==> src/hw/rtl/partition_allocator_fit_macros.svh <==
// assertion macros for the partition allocator
`ifndef PARTITION_ALLOCATOR_FIT_MACROS_SVH
`define PARTITION_ALLOCATOR_FIT_MACROS_SVH

// implication checked on every clock edge outside reset
`define PAF_ASSERT_IMP(label, clk, rst_n, ante, cons) \
	label: assert property (@(posedge clk) disable iff (!rst_n) (ante) |-> (cons)) \
		else $error("assertion failed");

// next-cycle implication outside reset
`define PAF_ASSERT_NEXT(label, clk, rst_n, ante, cons) \
	label: assert property (@(posedge clk) disable iff (!rst_n) (ante) |=> (cons)) \
		else $error("assertion failed");

`endif

==> src/hw/rtl/paf_pkg.sv <==
`timescale 1ns / 1ps
// ----------------------------------------------------------------------------
// paf_pkg
// types, constants and codes shared by the partition allocator
// ----------------------------------------------------------------------------
package paf_pkg;
	localparam int MAX_SEGS  = 32;
	localparam int ADDR_BITS = 16;
	localparam int ID_BITS   = 8;
	localparam int IDX_BITS  = $clog2(MAX_SEGS);
	localparam int CNT_BITS  = $clog2(MAX_SEGS + 1);

	typedef logic [ADDR_BITS-1:0] addr_t;
	typedef logic [ID_BITS-1:0]   id_t;
	typedef logic [IDX_BITS-1:0]  idx_t;
	typedef logic [CNT_BITS-1:0]  cnt_t;

	typedef enum logic [2:0] {
		ST_OK       = 3'd0,
		ST_NOSPACE  = 3'd1,
		ST_NOTFOUND = 3'd2,
		ST_FULL     = 3'd3,
		ST_BAD      = 3'd4
	} status_t;

	localparam logic FUNC_ALLOC = 1'b0;
	localparam logic FUNC_FREE  = 1'b1;

	localparam logic [0:0] REG_FIT_MODE = 1'b0;
	localparam logic [0:0] REG_MEM_SIZE = 1'b1;

	localparam logic [15:0] MEM_SIZE_RESET = 16'd640;

	typedef struct packed {
		logic scan_clr;   // start a table scan
		logic scan_step;  // look at entry idx
		logic shift_up;   // copy entry idx-1 into idx
		logic shift_dn;   // copy entry idx+1 into idx
		logic put_rem;    // write remainder free entry at idx
		logic mark_busy;  // finish allocation at pick
		logic release_k;  // clear owner at pick
		logic merge_lo;   // add length of pick into pick-1
		logic merge_hi;   // add length of pick+1 into pick
		logic cnt_inc;
		logic cnt_dec;
		logic set_pick;   // pick <= pick-1
		idx_t idx;
	} dp_cmd_t;

	typedef struct packed {
		logic found;       // scan has a pick
		logic exact;       // picked length equals request
		logic full;        // table count at max
		logic prev_free;   // entry pick-1 exists and is free
		logic next_free;   // entry pick+1 exists and is free
		cnt_t count;
		idx_t pick;
	} dp_stat_t;
endpackage

==> src/hw/rtl/paf_ctrl.sv <==
`timescale 1ns / 1ps
// ----------------------------------------------------------------------------
// paf_ctrl
// request sequencer: scan, split or merge, then result
// ----------------------------------------------------------------------------
module paf_ctrl (
	input  logic              clk,
	input  logic              arst_n,
	input  logic              in_fire,
	input  logic              in_func,
	input  paf_pkg::id_t      in_id,
	input  paf_pkg::addr_t    in_size,
	input  logic              out_busy,
	input  paf_pkg::dp_stat_t stat,
	output paf_pkg::dp_cmd_t  cmd,
	output logic              idle,
	output logic              done,
	output paf_pkg::status_t  done_status,
	output logic              done_latch
);
	import paf_pkg::*;

	typedef enum logic [9:0] {
		S_IDLE  = 10'b0000000001,
		S_SCAN  = 10'b0000000010,
		S_DEC   = 10'b0000000100,
		S_SHUP  = 10'b0000001000,
		S_REM   = 10'b0000010000,
		S_MARK  = 10'b0000100000,
		S_REL   = 10'b0001000000,
		S_MLO   = 10'b0010000000,
		S_SHDN  = 10'b0100000000,
		S_MHI   = 10'b1000000000
	} state_t;

	state_t  state_q;
	idx_t    idx_q;
	logic    free_q;
	logic    hi_q;
	status_t st_q;
	logic    fin;
	logic    last;

	assign last = (CNT_BITS'(idx_q) + cnt_t'(1)) >= stat.count;

	// next state, table index and request status
	always_ff @(posedge clk or negedge arst_n) begin
		if (!arst_n) begin
			state_q <= S_IDLE;
			idx_q   <= '0;
			free_q  <= 1'b0;
			hi_q    <= 1'b0;
			st_q    <= ST_OK;
		end else begin
			unique case (state_q)
				S_IDLE: begin
					if (in_fire) begin
						idx_q  <= '0;
						free_q <= in_func;
						if (in_id == '0 || (in_func == FUNC_ALLOC && in_size == '0)) begin
							st_q    <= ST_BAD;
							state_q <= S_DEC;
						end else begin
							state_q <= S_SCAN;
						end
					end
				end
				S_SCAN: begin
					idx_q <= idx_q + idx_t'(1);
					if (last) begin
						state_q <= S_DEC;
						st_q    <= ST_OK;
					end
				end
				S_DEC: begin
					if (st_q == ST_BAD) begin
						state_q <= S_IDLE;
					end else if (!stat.found) begin
						st_q    <= free_q ? ST_NOTFOUND : ST_NOSPACE;
						state_q <= S_IDLE;
					end else if (free_q) begin
						state_q <= S_REL;
					end else if (stat.exact) begin
						state_q <= S_MARK;
					end else if (stat.full) begin
						st_q    <= ST_FULL;
						state_q <= S_IDLE;
					end else begin
						idx_q   <= idx_t'(stat.count);
						state_q <= (idx_t'(stat.count) == stat.pick + idx_t'(1)) ?
							S_REM : S_SHUP;
					end
				end
				S_SHUP: begin
					idx_q <= idx_q - idx_t'(1);
					if (idx_q - idx_t'(1) == stat.pick + idx_t'(1)) state_q <= S_REM;
				end
				S_REM:  state_q <= S_MARK;
				S_MARK: state_q <= S_IDLE;
				S_REL:  state_q <= stat.prev_free ? S_MLO : S_MHI;
				S_MLO: begin
					hi_q    <= 1'b0;
					idx_q   <= stat.pick;
					state_q <= S_SHDN;
				end
				S_MHI: begin
					if (stat.next_free) begin
						hi_q    <= 1'b1;
						idx_q   <= stat.pick + idx_t'(1);
						state_q <= S_SHDN;
					end else begin
						state_q <= S_IDLE;
					end
				end
				S_SHDN: begin
					idx_q <= idx_q + idx_t'(1);
					if ((CNT_BITS'(idx_q) + cnt_t'(2)) >= stat.count)
						state_q <= hi_q ? S_IDLE : S_MHI;
				end
				default: state_q <= S_IDLE;
			endcase
		end
	end

	// result goes out when the sequence ends
	always_comb begin
		fin = 1'b0;
		unique case (state_q)
			S_DEC:  fin = st_q == ST_BAD || !stat.found || (!free_q && !stat.exact && stat.full);
			S_MARK: fin = 1'b1;
			S_MHI:  fin = !stat.next_free;
			S_SHDN: fin = hi_q && (CNT_BITS'(idx_q) + cnt_t'(2)) >= stat.count;
			default: fin = 1'b0;
		endcase
	end

	// command decode
	always_comb begin
		cmd = '0;
		cmd.idx = idx_q;
		cmd.scan_clr  = state_q == S_IDLE && in_fire;
		cmd.scan_step = state_q == S_SCAN;
		cmd.shift_up  = state_q == S_SHUP;
		cmd.put_rem   = state_q == S_REM;
		cmd.cnt_inc   = state_q == S_REM;
		cmd.mark_busy = state_q == S_MARK;
		cmd.release_k = state_q == S_REL;
		cmd.merge_lo  = state_q == S_MLO;
		cmd.set_pick  = state_q == S_MLO;
		cmd.merge_hi  = state_q == S_MHI && stat.next_free;
		cmd.shift_dn  = state_q == S_SHDN;
		cmd.cnt_dec   = state_q == S_SHDN && (CNT_BITS'(idx_q) + cnt_t'(2)) >= stat.count;
	end

	// free results report the segment before merging: latch at release
	assign done_latch  = (state_q == S_REL) || (state_q == S_MARK);
	assign done        = fin;
	assign done_status = (state_q == S_DEC) ?
		((st_q == ST_BAD) ? ST_BAD : !stat.found ? (free_q ? ST_NOTFOUND : ST_NOSPACE)
			: ST_FULL) : ST_OK;
	assign idle        = state_q == S_IDLE && !out_busy;
endmodule

==> config.mk <==
export PLATFORM = sky130hd
export DESIGN_NAME = paf_ctrl
export DESIGN_NICKNAME = d
export VERILOG_FILES = /design/src/hw/rtl/partition_allocator_fit_macros.svh /design/src/hw/rtl/paf_pkg.sv /design/src/hw/rtl/paf_ctrl.sv
export SDC_FILE = /design/constraint.sdc
export NUM_CORES = 1
export LEC_CHECK = 0
export BUFFER_PORTS_ARGS = -buffer_cell sky130_fd_sc_hd__buf_4
export CORE_UTILIZATION = 45
export DETAILED_ROUTE_END_ITERATION = 10
export PLACE_DENSITY = 0.72
export SYNTH_ARGS = -nofsm -noshare
export SYNTH_HDL_FRONTEND = slang
export SYNTH_SLANG_ARGS = --single-unit
==> constraint.sdc <==
create_clock -name clk -period 3.25 [get_ports clk]
set_input_delay 0.65 -clock clk [delete_from_list [all_inputs] [get_ports clk]]
set_output_delay 0.65 -clock clk [all_outputs]
set_load 0.02 [all_outputs]
## Word level (Yosys, flattened, before mapping)

Index checks and enable logic that the tools add are counted.

| word-level totals | value |
|---|---|
| memories kept | 0 |
| register bits after elaboration | 20 |
| logic and storage cells | 107 |
| RAM bits | 0 |
| bits of input ports | 45 |
| memory bits (read-only) | 0 |
| bits in latches | 0 |

| cells by class | value |
|---|---|
| reduce and logical (&&, ||, !) cells | 28 |
| div/mod/pow operators | 0 |
| add/sub/neg operators | 5 |
| equal/unequal tests | 27 |
| shift-type cells | 0 |
| order comparisons | 2 |
| muxes and demuxes | 39 |
| bitwise logic cells | 1 |
| multipliers | 0 |

Operator list:

| cell | count |
|---|---|
| $pmux 10 s9 | 1 |
| $mux 10 | 6 |
| $mux 5 | 9 |
| $mux 3 | 11 |
| $pmux 5 s6 | 1 |
| $mux 7 | 3 |
| $logic_not 16->1 | 1 |
| $ne 2x2->1 const B | 8 |
| $reduce_and 8->1 | 2 |
| $ge 6x6->1 | 2 |
| $add 5x1->5 const B | 2 |
| $eq 10x1->1 const B | 1 |
| $eq 10x10->1 const B | 1 |
| $eq 10x2->1 const B | 1 |
| $eq 10x3->1 const B | 1 |
| $eq 10x4->1 const B | 1 |
| $eq 10x5->1 const B | 1 |
| $eq 10x6->1 const B | 1 |
| $eq 10x7->1 const B | 1 |
| $eq 10x8->1 const B | 1 |
| $eq 10x9->1 const B | 1 |
| $eq 5x5->1 | 2 |
| $mux 9 | 1 |
| $ne 3x3->1 const B | 3 |
| 22 further kinds | 40 |

## Longest topological paths before layout

| depth | value |
|---|---|
| word-level depth | 9 |
| mapped depth | 9 |
| gate-level depth less buffers | 9 |

## Worst setup path after synthesis

OpenSTA, ideal clock, no wires.

| timing path | value |
|---|---|
| path kind | flip-flop to output port |
| start point | register idx_q[2] |
| end point | output port done |
| setup slack | 161 ps |
| data arrival time | 2439 ps |
| cell stages (with the launch flop) | 10 |
| path buffers | 1 |
| required time | 2600 ps |
| cells stage by stage | dfrtp_1 -> clkbuf_1 -> inv_1 -> ha_1 -> ha_1 -> nand2_1 -> o21ai_0 -> nand4_1 -> a21oi_1 -> a2111o_1 |

| between the ends | value |
|---|---|
| longest elaborated chain between the ends | 4 |

Ends and longest elaborated chain:

| what | line | source |
|---|---|---|
| start, declared | paf_ctrl.sv:37 | `idx_t idx_q;` |
| start signal, assigned | paf_ctrl.sv:69 | `idx_q <= idx_q + idx_t'(1);` |
| start signal, assigned | paf_ctrl.sv:89 | `idx_q <= idx_t'(stat.count);` |
| start signal, assigned | paf_ctrl.sv:95 | `idx_q <= idx_q - idx_t'(1);` |
| $add 5x2->6 | paf_ctrl.sv:132 | `S_SHDN: fin = hi_q && (CNT_BITS'(idx_q) + cnt_t'(2)) >= stat.count;` |
| $ge 6x6->1 | paf_ctrl.sv:132 |  |
| $logic_and 1x1->1 | paf_ctrl.sv:132 |  |
| $pmux 1 s4 | paf_ctrl.sv:128 | `unique case (state_q)` |
| end, declared | paf_ctrl.sv:17 | `output logic done,` |

Every way passes these cells.

## Worst setup path in the final report

| timing path | value |
|---|---|
| start point | register idx_q[1] |
| end point | output port done |

Same word-level chain as after synthesis.

==> flow_results.org <==
** Pwr
- In this run the power density over the cells is 545.3 mW/mm².
- Comb power frac :: 60.0%
- For this design the total switching power over the nets is 689.0 µW.
- Worst IR Drop VDD :: 289.4 µV
- Switching Share :: 44.20%
- Clock share of power :: 16.7%
- Internal power :: 870.0 µW
- Sequential cells burn 23.3% of the power.
- In this run the static leakage power is 0.001369 µW.

** Timing
- Crit path time final :: 3165 ps
- Total Neg Setup Slack :: 0 ps
- In the finished design, the share of the clock period the worst path needs comes to 97.40%.
- Pin slew with the least headroom to its limit :: 736.9 ps
- Setup slack closes at 84.53 ps.
- Unrepaired setup endpoints after global routing :: no
- Slew headroom :: 50.42%
- Final count of negative-setup-slack endpoints :: 0
- The clock arrives with 3.200 ps of skew.
- Highest Clock Rate :: 315.9 MHz
- Final hold viol count :: 0
- The tightest hold path in the finished design has a slack of 258.2 ps.
- The number of slew-limit violations in the final report is 0.

** Die
- Once the floorplan was initialized, standard cells occupied 47.11% of the core.
- For this design the top-level I/O count stands at 68.
- The die is 72.55 µm tall.
- Die Area :: 0.005263 mm²
- In this run the horizontal extent of the chip is 72.55 µm.
- The total area inside the core boundary comes to 0.004755 mm².
- The floorplan has 25 rows.

** Global routing
- Largest net degree at the start of global routing :: 21
- The first global-routing pass estimated 9977 µm of wire.
- Across every metal layer, demand over resource in global routing totals 24.51%.
- The number of global-route vias before repair was 2100.
- Initial antenna violation count :: 0
- Total grt overflow :: 0

** Detailed routing
- Before antenna repair, the detailed router went through 4 iterations.
- The detail route stage leaves a number of antenna-violating nets equal to 0.
- After detailed routing, the number of remaining DRC violations is 0.
- After the first detailed-routing iteration, the DRC count stood at 115.
- Number of vias in the routed layout :: 2285
- After detailed routing, the average wire length per cell comes to 15.81 µm.
- Via count normalized by instance count :: 5.684
- Detailed-route wire length :: 6355 µm

** Outcome
- Result of the run :: complete, no violations

** Layout
- Layout cell share with drive strength beyond 1 :: 30.75%
- Layout overhead on the synthesized area :: 27.65%
- Across the whole layout, storage elements account for 504.2 µm².
- The multi-input combinational cells in the finished layout cover a total of 0.001595 mm².
- Diode insertion count for antenna repair :: 0
- Fill cells in the final layout number 450.
- Final Net Count :: 399

** Place
- Count of input and output buffers :: 67
- The wire-length estimate of the detail-placed layout is 5053 µm.
- Routability congestion estimate from global placement :: 0.9127
- Placement Setup Slack :: 302.9 ps

** Logic synthesis
- Averaged over all synthesized cells, the footprint is 8.204 µm².
- When the netlist entered floorplanning its net count stood at 336.
- Number of warning messages in the yosys log :: 0
- Number of standard cells after synthesis :: 273
- Number of synthesized flops with an enable pin :: 0
- Primary flip-flop cell chosen by synthesis mapping :: dfrtp_1
- The mapped netlist covers 0.002240 mm².
- Async S/R FF share, synth :: 100.0%
- Summing the sequential cell areas from Yosys gives 22.40% of the chip area.
- Distinct cells, synth :: 63
- Synthesis inferred 20 register bits.

** Worst setup path
- Max incr delay on CP :: 460 ps
- Number of buffers and inverters on the critical path :: 2
- STA puts the critical path data arrival time at 2520 ps.
- Of all nets on the critical path, the largest fanout is 6.
- Dominant delay contributor by cell family on the critical path :: compound AO/OA/AOI/OAI gates
- Master of the slowest instance on the critical path :: dfrtp_2
- Required @ worst endpoint :: 2600 ps
- STA classifies the critical path startpoint as a flip-flop.
- Setup slack on the worst flop-to-flop path :: 500 ps
- Traced cell by cell, the critical path runs through inv_1 -> ha_1 -> ha_1 -> a21oi_1 -> o21ai_0 -> nand4_1 -> a21oi_1 -> a2111o_1 -> buf_4.
- Critical path start-end classification :: reg -> out
- The worst setup path is captured at an output pin.

** CTS
- Number of buffers added by the clock tree synthesis step :: 3
- Clock tree from TritonCTS :: done
- Gates resized during post-CTS repair numbered 0.
- CTS saw 20 sinks.
- No sink is reached through more buffers than the 2 on the longest clock path.
- In this run the post-CTS setup repair buffer count came out at 0.
- Cell chosen for the clock root :: clkbuf_8
- After clock tree synthesis, the flow added hold-fix buffers numbering 0.
- Max H-tree Level :: 1
- The clock reaches the later pin of the worst-skew pair after 270 ps.
- After clock tree synthesis, the clock-pin slew on the worst setup and hold paths is 90 ps.

** Run
- Max-cap violations in this run came to 0.

** Worst hold path
- The worst hold path belongs to the class in -> async.
==> cells in the mapped netlist (8+ instances only) <==
| cell | count | area share [%] |
|---|---|---|
| ha_1 | 18 | 10 |
| nor3_1 | 10 | 2.2 |
| a21oi_1 | 9 | 2.0 |
| nand2_1 | 18 | 3.0 |
| xnor2_1 | 16 | 6.3 |
| nor4_1 | 8 | 2.2 |
| inv_1 | 16 | 2.7 |
| dfrtp_1 | 19 | 21 |
| o21ai_0 | 14 | 3.1 |
| xor2_1 | 11 | 4.3 |
| nor2_1 | 28 | 4.7 |
| nand3_1 | 9 | 2.0 |
==> area by class of cell <==
class                           instances  area share (%)
Clock buffer                            3           1.444
Multi-Input combinational cell        222           55.80
Clock inverter                          1           1.050
Tap cell                               67           2.932
Inverter                               17           2.232
Timing Repair Buffer                   72           18.91
Sequential cell                        20           17.64
==> stage by stage <==
stage | cells | util (%) | area, µm² | total power (µW)
after floorplan | 273 | - | 2240 | 1027
after global placement | 398 | 58.58 | 2785 | 1274
after detailed placement | 398 | 58.58 | 2785 | 1285
after CTS | 402 | 60.08 | 2856 | 1550
after global routing | 402 | 60.13 | 2859 | 1662
final | 402 | 60.13 | 2859 | 1559
==> placed cells by master, fill, tap and decap left out, types with 3 or more instances in the layout <==
cell,n
a21oi_1,9
nand2_1,18
mux2_2,4
or3_1,5
and2_1,4
nor3_1,10
dfrtp_1,17
clkbuf_8,3
buf_4,72
o21ai_0,14
nor4_1,8
xor2_1,11
inv_1,15
xnor2_1,16
o32ai_1,4
nand3b_1,3
nor2_1,28
nand2b_1,5
nand3_1,9
a21boi_0,3
ha_1,18
and3_1,3
==> routing by layer <==
layer / wire [µm] / global-route usage [%]
met2: 2927 / 40.19
met5: 0 / 0
met3: 547 / 3.194
met4: 95 / 7.625
met1: 2785 / 33.54
==> flip-flops by register name (all words and copies together), names as in the netlist <==
| register | flops |
|---|---|
| state_q | 10 |
| hi_q | 1 |
| st_q | 3 |
| idx_q | 5 |
| free_q | 1 |
==> cell families after synthesis <==
group | synth area share, %
AND/OR/NAND/NOR | 28.83
multiplexers | 2.011
XOR/XNOR | 10.56
flip-flops | 22.40
adder cells (fa/ha/maj) | 10.06
AO/OA/AOI/OAI | 19.78
buffers and inverters | 6.368
==> path summary, 6_finish.rpt <==
path,endpoint,from,cells past startpoint
max,done,idx_q[1],9
min,free_q,arst_n,1
max in group asynchronous,state_q[0],arst_n,1
min in group clk,st_q[2],st_q[2],1
min reg2reg,st_q[2],st_q[2],1
max reg2reg,st_q[1],idx_q[1],9
==> power by group through the flow <==
stage          logic (µW)  clock network, µW  registers, µW
6_report              935                260            363
2_1_floorplan         682                  0            345
3_5_place_dp          922                  0            362
4_1_cts               926                264            360
3_3_place_gp          912                  0            363
5_1_grt              1020                272            371
Note: power is estimated with default switching activity, not from simulation.
